**config.mk**
```make
export PLATFORM = sky130hd
export DESIGN_NAME = proximity_pet_gesture_counter_core_flat
export DESIGN_NICKNAME = d
export VERILOG_FILES = /design/src/sv/pgc_pkg.sv /design/src/sv/pgc_if.sv /design/src/sv/pgc_cfg_regs.sv /design/src/sv/pgc_engine.sv /design/src/sv/proximity_pet_gesture_counter_core.sv /design/src/flat_wrapper.sv
export SDC_FILE = /design/constraint.sdc
export NUM_CORES = 1
export LEC_CHECK = 0
export ABC_AREA = 0
export BUFFER_PORTS_ARGS = -buffer_cell sky130_fd_sc_hd__buf_2
export CAP_MARGIN = 15
export CORE_UTILIZATION = 45
export DETAILED_ROUTE_END_ITERATION = 6
export GPL_ROUTABILITY_DRIVEN = 0
export PLACE_DENSITY_LB_ADDON = 0.15
export SYNTH_ARGS = -nofsm -noshare
export SYNTH_HDL_FRONTEND = slang
export SYNTH_HIERARCHICAL = 1
export SYNTH_SLANG_ARGS = --single-unit
export TNS_END_PERCENT = 5
```
**constraint.sdc**
```tcl
create_clock -name clk -period 11.2 [get_ports clk]
set_clock_uncertainty 0.05 [all_clocks]
set_input_delay 1.68 -clock clk [delete_from_list [all_inputs] [get_ports clk]]
set_output_delay 1.68 -clock clk [all_outputs]
set_load 0.02 [all_outputs]
```
**src/sv/pgc_pkg.sv**
```systemverilog
// Shared types and constants for the proximity pet gesture counter.
package pgc_pkg;

  localparam int unsigned LEVEL_W = 4;
  localparam int unsigned TIME_W  = 32;
  localparam int unsigned PROX_W  = 16;
  localparam int unsigned STEP_W  = 8;
  localparam int unsigned CFG_IDX_W  = 3;
  localparam int unsigned CFG_DATA_W = 16;

  localparam logic [15:0] THRESHOLD_RST = 16'd4000;
  localparam logic [15:0] TIMEOUT_RST   = 16'd2000;
  localparam logic [15:0] COOLDOWN_RST  = 16'd1000;

  typedef enum logic [CFG_IDX_W-1:0] {
    CFG_THRESHOLD = 3'd0,
    CFG_TIMEOUT   = 3'd1,
    CFG_COOLDOWN  = 3'd2,
    CFG_DEBUG     = 3'd3,
    CFG_SENSOR_EN = 3'd4
  } cfg_idx_t;

  typedef enum logic [1:0] {
    REQ_SAMPLE  = 2'd0,
    REQ_ENCODER = 2'd1,
    REQ_TOGGLE  = 2'd2,
    REQ_UNUSED  = 2'd3
  } req_t;

  typedef enum logic [2:0] {
    EV_NONE     = 3'd0,
    EV_ARRIVED  = 3'd1,
    EV_COUNTED  = 3'd2,
    EV_REJECTED = 3'd3,
    EV_FULL     = 3'd4,
    EV_TOO_LONG = 3'd5,
    EV_OPENED   = 3'd6,
    EV_CLOSED   = 3'd7
  } event_t;

  typedef struct packed {
    logic [PROX_W-1:0] threshold;
    logic [15:0]       timeout_ms;
    logic [15:0]       cooldown_ms;
    logic              debug_mode;
    logic              sensor_enabled;
  } cfg_t;

  typedef struct packed {
    logic [1:0]               req_type;
    logic [TIME_W-1:0]        now_ms;
    logic [PROX_W-1:0]        proximity;
    logic signed [STEP_W-1:0] step_value;
  } item_t;

  typedef struct packed {
    logic [LEVEL_W-1:0] fill_level;
    logic               session_active;
    logic [2:0]         event_code;
    logic [LEVEL_W-1:0] final_level;
  } result_t;

endpackage

```
**src/sv/pgc_if.sv**
```systemverilog
// Valid/ready channel interfaces for request and result beats.
interface pgc_in_if;
  logic        valid;
  logic        ready;
  logic [1:0]  req_type;
  logic [31:0] now_ms;
  logic [15:0] proximity;
  logic signed [7:0] step_value;

  modport source (output valid, req_type, now_ms, proximity, step_value, input ready);
  modport sink   (input valid, req_type, now_ms, proximity, step_value, output ready);
endinterface

interface pgc_out_if;
  logic       valid;
  logic       ready;
  logic [3:0] fill_level;
  logic       session_active;
  logic [2:0] event_code;
  logic [3:0] final_level;

  modport source (output valid, fill_level, session_active, event_code, final_level,
                  input ready);
  modport sink   (input valid, fill_level, session_active, event_code, final_level,
                  output ready);
endinterface

```
**src/sv/pgc_cfg_regs.sv**
```systemverilog
// Configuration register file with plain write port.
module pgc_cfg_regs
  import pgc_pkg::*;
(
  input  logic                  clk,
  input  logic                  rst_n,
  input  logic                  cfg_we,
  input  logic [CFG_IDX_W-1:0]  cfg_idx,
  input  logic [CFG_DATA_W-1:0] cfg_wdata,
  output cfg_t                  cfg
);

  cfg_t cfg_r;
  cfg_t cfg_nxt;

  always_comb begin
    cfg_nxt = cfg_r;
    if (cfg_we) begin
      unique case (cfg_idx)
        CFG_THRESHOLD: cfg_nxt.threshold      = cfg_wdata;
        CFG_TIMEOUT:   cfg_nxt.timeout_ms     = cfg_wdata;
        CFG_COOLDOWN:  cfg_nxt.cooldown_ms    = cfg_wdata;
        CFG_DEBUG:     cfg_nxt.debug_mode     = cfg_wdata[0];
        CFG_SENSOR_EN: cfg_nxt.sensor_enabled = cfg_wdata[0];
        default:       cfg_nxt = cfg_r;
      endcase
    end
  end

  always_ff @(posedge clk) begin
    if (!rst_n) begin
      cfg_r.threshold      <= THRESHOLD_RST;
      cfg_r.timeout_ms     <= TIMEOUT_RST;
      cfg_r.cooldown_ms    <= COOLDOWN_RST;
      cfg_r.debug_mode     <= 1'b0;
      cfg_r.sensor_enabled <= 1'b1;
    end else begin
      cfg_r <= cfg_nxt;
    end
  end

  assign cfg = cfg_r;

endmodule

```
**src/sv/pgc_engine.sv**
```systemverilog
// Session state and per-beat gesture, encoder and toggle evaluation.
module pgc_engine
  import pgc_pkg::*;
#(
  parameter int unsigned MAX_LEVEL = 10
) (
  input  logic    clk,
  input  logic    rst_n,
  input  logic    fire,
  input  item_t   item,
  input  cfg_t    cfg,
  output result_t result
);

  localparam logic [LEVEL_W-1:0] MAX_LVL = LEVEL_W'(MAX_LEVEL);

  logic               session_r, session_nxt;
  logic               present_r, present_nxt;
  logic [TIME_W-1:0]  start_r, start_nxt;
  logic [TIME_W-1:0]  last_r, last_nxt;
  logic [LEVEL_W-1:0] level_r, level_nxt;

  logic [PROX_W-1:0]  prox;
  logic [TIME_W-1:0]  held;
  logic [TIME_W-1:0]  since;
  logic signed [STEP_W:0]   step;
  logic signed [STEP_W+1:0] enc_sum;
  logic [2:0]         ev;
  logic [LEVEL_W-1:0] final_lvl;

  assign prox  = cfg.sensor_enabled ? item.proximity : '0;
  assign held  = item.now_ms - start_r;
  assign since = item.now_ms - last_r;
  assign step  = cfg.debug_mode ? {item.step_value, 1'b0}
                                : {item.step_value[STEP_W-1], item.step_value};
  assign enc_sum = $signed({{(STEP_W+2-LEVEL_W){1'b0}}, level_r})
                 + $signed({step[STEP_W], step});

  always_comb begin
    session_nxt = session_r;
    present_nxt = present_r;
    start_nxt   = start_r;
    last_nxt    = last_r;
    level_nxt   = level_r;
    ev          = EV_NONE;
    final_lvl   = '0;
    unique case (item.req_type)
      REQ_SAMPLE: begin
        if (session_r) begin
          priority if (!present_r && (prox > cfg.threshold)) begin
            present_nxt = 1'b1;
            start_nxt   = item.now_ms;
            ev          = EV_ARRIVED;
          end else if (present_r && (prox < cfg.threshold)) begin
            present_nxt = 1'b0;
            if ((held < {16'd0, cfg.timeout_ms}) && (since > {16'd0, cfg.cooldown_ms})) begin
              if (level_r < MAX_LVL) begin
                level_nxt = level_r + LEVEL_W'(1);
                last_nxt  = item.now_ms;
                ev        = EV_COUNTED;
              end else begin
                ev = EV_FULL;
              end
            end else begin
              ev = EV_REJECTED;
            end
          end else if (present_r && (held > {16'd0, cfg.timeout_ms})) begin
            present_nxt = 1'b0;
            ev          = EV_TOO_LONG;
          end else begin
            ev = EV_NONE;
          end
        end
      end
      REQ_ENCODER: begin
        if (session_r && !enc_sum[STEP_W+1]
            && (enc_sum <= $signed({{(STEP_W+2-LEVEL_W){1'b0}}, MAX_LVL}))) begin
          level_nxt = enc_sum[LEVEL_W-1:0];
        end
      end
      REQ_TOGGLE: begin
        present_nxt = 1'b0;
        if (session_r) begin
          session_nxt = 1'b0;
          final_lvl   = level_r;
          level_nxt   = '0;
          ev          = EV_CLOSED;
        end else begin
          session_nxt = 1'b1;
          last_nxt    = item.now_ms - {16'd0, cfg.cooldown_ms};
          ev          = EV_OPENED;
        end
      end
      default: ev = EV_NONE;
    endcase
  end

  always_ff @(posedge clk) begin
    if (!rst_n) begin
      session_r <= 1'b0;
      present_r <= 1'b0;
      start_r   <= '0;
      last_r    <= '0;
      level_r   <= '0;
    end else if (fire) begin
      session_r <= session_nxt;
      present_r <= present_nxt;
      start_r   <= start_nxt;
      last_r    <= last_nxt;
      level_r   <= level_nxt;
    end
  end

  assign result.fill_level     = level_nxt;
  assign result.session_active = session_nxt;
  assign result.event_code     = ev;
  assign result.final_level    = final_lvl;

endmodule

```
**src/sv/proximity_pet_gesture_counter_core.sv**
```systemverilog
// Top level: input stage, evaluation engine and result register.
//
//  channel  | dir | beat contents
//  ---------+-----+------------------------------------------------
//  in_bus   | in  | req_type, now_ms, proximity, step_value
//  out_bus  | out | fill_level, session_active, event_code, final_level
//  cfg_*    | in  | write enable, register index, 16-bit write data
//
// One beat per cycle sustained while out_bus is ready; a result passes through the input
// register, then the result register.
// The engine state updates as each beat leaves the input register into the result register.
// A stalled result holds the result register; the input register still takes one beat.
// Reset is synchronous on rst_n; it clears both stage valids and state, and restores configuration defaults.
module proximity_pet_gesture_counter_core
  import pgc_pkg::*;
#(
  parameter int unsigned MAX_LEVEL = 10
) (
  input  logic                  clk,
  input  logic                  rst_n,
  pgc_in_if.sink                in_bus,
  pgc_out_if.source             out_bus,
  input  logic                  cfg_we,
  input  logic [CFG_IDX_W-1:0]  cfg_idx,
  input  logic [CFG_DATA_W-1:0] cfg_wdata
);

  cfg_t    cfg;
  item_t   s1_item_r;
  logic    s1_v_r;
  result_t res;
  result_t out_res_r;
  logic    out_v_r;
  logic    advance;
  logic    take;

  assign advance = s1_v_r && (!out_v_r || out_bus.ready);
  assign in_bus.ready = !s1_v_r || advance;
  assign take = in_bus.valid && in_bus.ready;

  pgc_cfg_regs u_cfg (
    .clk       (clk),
    .rst_n     (rst_n),
    .cfg_we    (cfg_we),
    .cfg_idx   (cfg_idx),
    .cfg_wdata (cfg_wdata),
    .cfg       (cfg)
  );

  pgc_engine #(.MAX_LEVEL(MAX_LEVEL)) u_engine (
    .clk    (clk),
    .rst_n  (rst_n),
    .fire   (advance),
    .item   (s1_item_r),
    .cfg    (cfg),
    .result (res)
  );

  always_ff @(posedge clk) begin
    if (!rst_n) begin
      s1_v_r <= 1'b0;
    end else if (take) begin
      s1_v_r <= 1'b1;
    end else if (advance) begin
      s1_v_r <= 1'b0;
    end
  end

  always_ff @(posedge clk) begin
    if (take) begin
      s1_item_r.req_type   <= in_bus.req_type;
      s1_item_r.now_ms     <= in_bus.now_ms;
      s1_item_r.proximity  <= in_bus.proximity;
      s1_item_r.step_value <= in_bus.step_value;
    end
  end

  always_ff @(posedge clk) begin
    if (!rst_n) begin
      out_v_r <= 1'b0;
    end else if (advance) begin
      out_v_r <= 1'b1;
    end else if (out_bus.ready) begin
      out_v_r <= 1'b0;
    end
  end

  always_ff @(posedge clk) begin
    if (advance) begin
      out_res_r <= res;
    end
  end

  assign out_bus.valid          = out_v_r;
  assign out_bus.fill_level     = out_res_r.fill_level;
  assign out_bus.session_active = out_res_r.session_active;
  assign out_bus.event_code     = out_res_r.event_code;
  assign out_bus.final_level    = out_res_r.final_level;

endmodule

```
**src/flat_wrapper.sv**
```systemverilog
// flat-port wrapper written by rule: the top's interface ports become plain ports
module proximity_pet_gesture_counter_core_flat import pgc_pkg::*;
#(
  parameter int unsigned MAX_LEVEL = 10
)
  (clk, rst_n, cfg_we, cfg_idx, cfg_wdata, in_bus_valid, in_bus_req_type, in_bus_now_ms, in_bus_proximity, in_bus_step_value, in_bus_ready, out_bus_valid, out_bus_fill_level, out_bus_session_active, out_bus_event_code, out_bus_final_level, out_bus_ready);
  pgc_in_if in_bus_i ();
  pgc_out_if out_bus_i ();
  input  logic clk;
  input  logic rst_n;
  input  logic cfg_we;
  input  logic [CFG_IDX_W-1:0] cfg_idx;
  input  logic [CFG_DATA_W-1:0] cfg_wdata;
  input wire logic [$bits(in_bus_i.valid)-1:0] in_bus_valid;
  input wire logic [$bits(in_bus_i.req_type)-1:0] in_bus_req_type;
  input wire logic [$bits(in_bus_i.now_ms)-1:0] in_bus_now_ms;
  input wire logic [$bits(in_bus_i.proximity)-1:0] in_bus_proximity;
  input wire logic [$bits(in_bus_i.step_value)-1:0] in_bus_step_value;
  output wire logic [$bits(in_bus_i.ready)-1:0] in_bus_ready;
  output wire logic [$bits(out_bus_i.valid)-1:0] out_bus_valid;
  output wire logic [$bits(out_bus_i.fill_level)-1:0] out_bus_fill_level;
  output wire logic [$bits(out_bus_i.session_active)-1:0] out_bus_session_active;
  output wire logic [$bits(out_bus_i.event_code)-1:0] out_bus_event_code;
  output wire logic [$bits(out_bus_i.final_level)-1:0] out_bus_final_level;
  input wire logic [$bits(out_bus_i.ready)-1:0] out_bus_ready;
  assign in_bus_i.valid = in_bus_valid;
  assign in_bus_i.req_type = in_bus_req_type;
  assign in_bus_i.now_ms = in_bus_now_ms;
  assign in_bus_i.proximity = in_bus_proximity;
  assign in_bus_i.step_value = in_bus_step_value;
  assign in_bus_ready = in_bus_i.ready;
  assign out_bus_valid = out_bus_i.valid;
  assign out_bus_fill_level = out_bus_i.fill_level;
  assign out_bus_session_active = out_bus_i.session_active;
  assign out_bus_event_code = out_bus_i.event_code;
  assign out_bus_final_level = out_bus_i.final_level;
  assign out_bus_i.ready = out_bus_ready;
  proximity_pet_gesture_counter_core #(.MAX_LEVEL(MAX_LEVEL)) u_core (.clk(clk), .rst_n(rst_n), .in_bus(in_bus_i), .out_bus(out_bus_i), .cfg_we(cfg_we), .cfg_idx(cfg_idx), .cfg_wdata(cfg_wdata));
endmodule
```
==> flow_summary.json <==
{
  "drtPass1Iterations": 6,
  "grt_util_all_layers_pct": 24.2,
  "final_nets": 1982,
  "synth-edff-count": 70,
  "path_class": "reg -> reg",
  "cts.repair.resized": 0,
  "timing.reg2reg.worst_path_depth": 19,
  "number_of_antenna_violations_at_the_first_check_in_global_routing": 0,
  "cp-endpoint": "u_core/u_engine/last_r[13]$_SDFFE_PN0P_",
  "post_cts_setup_buffer_count": 0,
  "max_freq_mhz": 173,
  "die_h_um": 183,
  "wire_length_of_the_first_global_routing_pass_um": 63200,
  "met1_length_um": 18200,
  "ant_nets": 0,
  "cp_max_fo": 17,
  "setup-tns-final_ns": 0,
  "min_period_over_period_pct": 51.7,
  "postPlaceCellArea_um2": 15400,
  "cp_data_required_time_ns": 11.45,
  "detail_route.drc_violations": 0,
  "route.met3.wl_um": 1870,
  "design.die.area_um2": 33500,
  "timing.final.max_slew_violations": 0,
  "initial_utilization_pct": 46.2,
  "hpwlAfterDp_um": 30200,
  "ioPinCount": 96,
  "drtIter0Drc": 1001,
  "crit_path_start": "u_core/s1_item_r[24]$_DFFE_PP_",
  "number_of_port_buffers": 95,
  "startpoint_type": "register",
  "final_core_utilization_pct": 50.3,
  "clkLatencyLatePin_ns": 0.47,
  "timing.rr.start": "u_core/s1_item_r[24]$_DFFE_PP_",
  "dp_worst_setup_slack_ns": 5.57,
  "vdd_ir_drop_max_mv": 0.121,
  "grt_max_degree": 107,
  "antenna_cells_inserted": 0,
  "synth_nets": 1931,
  "fp.coreArea_um2": 31900,
  "rrSetupSlack_ns": 5.41,
  "synth.lib_cells_used.distinct": 104,
  "postSynthAreaPerCell_um2": 8.60,
  "worst-slew-pin-transition_ns": 1.05,
  "std_cell_rows": 65,
  "postSynth.topFlopCell": "sky130_fd_sc_hd__dfxtp_1",
  "avgViaCountPerCell": 5.70,
  "synth_async_sr_flop_share_pct": 0,
  "rsz0062_at_grt": "false",
  "synth_sequential_area_ratio_pct": 30.9,
  "finalCriticalPeriod_ns": 5.79,
  "tritoncts.num_buffers": 17,
  "crit_path_end_kind": "register",
  "path_clk_slew_ns": 0.08,
  "final_critical_path_setup_slack_ns": 5.41,
  "layout.cell_area.non_filler_um2": 16000,
  "routed_wl_um": 39500,
  "hold_viol_final": 0,
  "ys_seq_elements": 192,
  "yosysWarningCount": 6,
  "cp_arrival_ns": 6.04,
  "p_leak_nw": 6.64,
  "cts_hold_buf": 0,
  "number_of_levels_in_the_clock_h_tree": 4,
  "cts_buffer_depth": 2,
  "max_cap_viol_count": 0,
  "p_per_area_nw_per_um2": 110,
  "tritoncts_num_sinks": 192,
  "synthesis.instances": 1713,
  "grt.overflow.total": 0,
  "final_count_of_negative_setup_slack_endpoints": 0,
  "num_vias": 12619,
  "met2_wl_post_dr_um": 18200,
  "status": "finished clean",
  "routedWlPerCell_um": 17.8,
  "reg_to_reg_endpoint": "u_core/u_engine/last_r[13]$_SDFFE_PN0P_",
  "post_route_cells_drive_above_1_share_pct": 10.9,
  "vias_in_the_first_global_route": 12089,
  "maxSlewHeadroom_pct": 30.1,
  "clk_root_buffer_cell": "sky130_fd_sc_hd__clkbuf_16",
  "highest-signal-layer": "met4",
  "tritoncts_clock_tree": "yes",
  "hp_class": "reg -> reg",
  "syn-cell-area_um2": 14700,
  "flow.area_growth_from_synthesis_pct": 8.88,
  "fp.dieW_um": 183
}
[Yosys cell counts, drive strengths merged, types with 6 or more instances]
cell | n | area share, %
nor2 | 117 | 3.0
a211oi | 48 | 2.9
edfxtp | 70 | 14
dfxtp | 122 | 17
o211ai | 15 | 0.76
buf | 31 | 1.6
or2 | 8 | 0.34
or4b | 6 | 0.43
o32ai | 6 | 0.36
o31ai | 13 | 0.70
nand4 | 29 | 1.2
a21o | 36 | 1.8
a311oi | 7 | 0.46
or4 | 7 | 0.36
nor4 | 14 | 0.64
mux2i | 108 | 7.3
nor3b | 6 | 0.31
nand2b | 21 | 0.89
o21a | 19 | 0.97
o21bai | 6 | 0.31
a21boi | 10 | 0.51
ha | 132 | 11
nand3 | 23 | 0.78
and3 | 11 | 0.47
xnor2 | 45 | 2.7
nand2 | 179 | 4.6
a21oi | 103 | 3.8
inv | 145 | 3.7
or3 | 14 | 0.59
nor2b | 49 | 2.1
a31oi | 16 | 0.72
xor2 | 13 | 0.77
mux2 | 7 | 0.54
o21ai | 84 | 2.9
nor3 | 43 | 1.5
clkbuf | 39 | 1.0
and2 | 24 | 1.0
[worst min-delay path by stage]
stage / end / depth (start not counted) / slack (ns) / from
6_report: u_core/u_cfg/cfg[21]$_SDFFE_PN0P_ / 2 / 0.41 / u_core/u_cfg/cfg[21]$_SDFFE_PN0P_
5_1_grt: u_core/u_cfg/cfg[23]$_SDFFE_PN0P_ / 2 / 0.43 / u_core/u_cfg/cfg[23]$_SDFFE_PN0P_
4_1_cts: u_core/u_cfg/cfg[19]$_SDFFE_PN0P_ / 2 / 0.41 / u_core/u_cfg/cfg[19]$_SDFFE_PN0P_
3_5_place_dp: u_core/u_cfg/cfg[19]$_SDFFE_PN0P_ / 2 / 0.40 / u_core/u_cfg/cfg[19]$_SDFFE_PN0P_
3_3_place_gp: u_core/u_cfg/cfg[33]$_SDFFE_PN0P_ / 2 / 0.39 / u_core/u_cfg/cfg[33]$_SDFFE_PN0P_
2_1_floorplan: u_core/u_cfg/cfg[12]$_SDFFE_PN0P_ / 2 / 0.38 / u_core/u_cfg/cfg[12]$_SDFFE_PN0P_
[cell type report]
type / instances / area (um2)
Clock inverter: 13 / 146
Inverter: 146 / 548
Tap cell: 435 / 544
Timing Repair Buffer: 105 / 553
Fill cell: 3098 / 15800
Multi-Input combinational cell: 1302 / 9250
Clock buffer: 19 / 453
Sequential cell: 192 / 4540
[where the power goes]
group	switching (mW)	internal, mW	leakage, nW
Combinational	0.223	0.145	4.68
Clock	0.315	0.310	0.294
Sequential	0.0250	0.747	1.67
[cell usage in the layout, fill, tap and decap left out, drive strengths merged, types with 23 or more instances in the layout]
master | netlist | routed
a211oi | 48 | 48
a21o | 36 | 36
a21oi | 103 | 103
and2 | 24 | 24
buf | 31 | 104
dfxtp | 122 | 122
edfxtp | 70 | 70
ha | 132 | 132
inv | 145 | 150
mux2i | 108 | 108
nand2 | 179 | 179
nand3 | 23 | 23
nand4 | 29 | 29
nor2 | 117 | 117
nor2b | 49 | 49
nor3 | 43 | 43
o21ai | 84 | 84
xnor2 | 45 | 45
[critical path, stage by stage, from the launching register on]
cell	delay [ns]
sky130_fd_sc_hd__edfxtp_1	0.37
sky130_fd_sc_hd__inv_1	0.08
sky130_fd_sc_hd__ha_1	0.24
sky130_fd_sc_hd__fa_1	0.44
sky130_fd_sc_hd__nand2b_1	0.21
sky130_fd_sc_hd__a21oi_1	0.31
sky130_fd_sc_hd__o22ai_2	0.19
sky130_fd_sc_hd__nor2b_1	0.15
sky130_fd_sc_hd__nor2_1	0.06
sky130_fd_sc_hd__xnor2_1	0.14
sky130_fd_sc_hd__ha_1	0.29
sky130_fd_sc_hd__a21o_1	0.15
sky130_fd_sc_hd__a21oi_1	0.14
sky130_fd_sc_hd__nor2b_1	0.06
sky130_fd_sc_hd__o21ai_0	0.42
sky130_fd_sc_hd__a32oi_1	0.36
sky130_fd_sc_hd__or4_1	0.64
sky130_fd_sc_hd__a21oi_4	0.46
sky130_fd_sc_hd__a21o_1	0.67
sky130_fd_sc_hd__a311oi_1	0.19
[registers in the layout, summed over array words and instances, names as in the netlist, 3 cells and up]
register	count
u_core/out_bus.final_level	4
u_core/u_cfg/cfg	50
u_core/u_engine/last_r	32
u_core/u_engine/start_r	32
u_core/out_bus.event_code	3
u_core/s1_item_r	58
u_core/out_bus.fill_level	4
u_core/u_engine/level_r	4
[routing by layer]
layer  global-route usage (%)  up-vias
met5                        0        -
met1                     31.9     5929
met4                     9.13        0
li1                         -     6290
met2                     40.0      332
met3                     3.20       68
[stage by stage]
step                      hold slack [ns]  std cells  power (mW)
after CTS                           0.411       2211        1.78
after global placement              0.394       2179        1.14
after global routing                0.432       2212        1.85
after detailed placement            0.399       2179        1.15
after floorplan                     0.385       1713        1.05
final                               0.407       2212        1.76
[logic make-up after synthesis]
group	share of synthesized area, %
flip-flops	30.9
XOR/XNOR	3.45
buffers and inverters	6.51
AO/OA/AOI/OAI	19.9
adder cells (fa/ha/maj)	11.8
multiplexers	7.87
AND/OR/NAND/NOR	19.7
(Power assumes the default switching activity.)
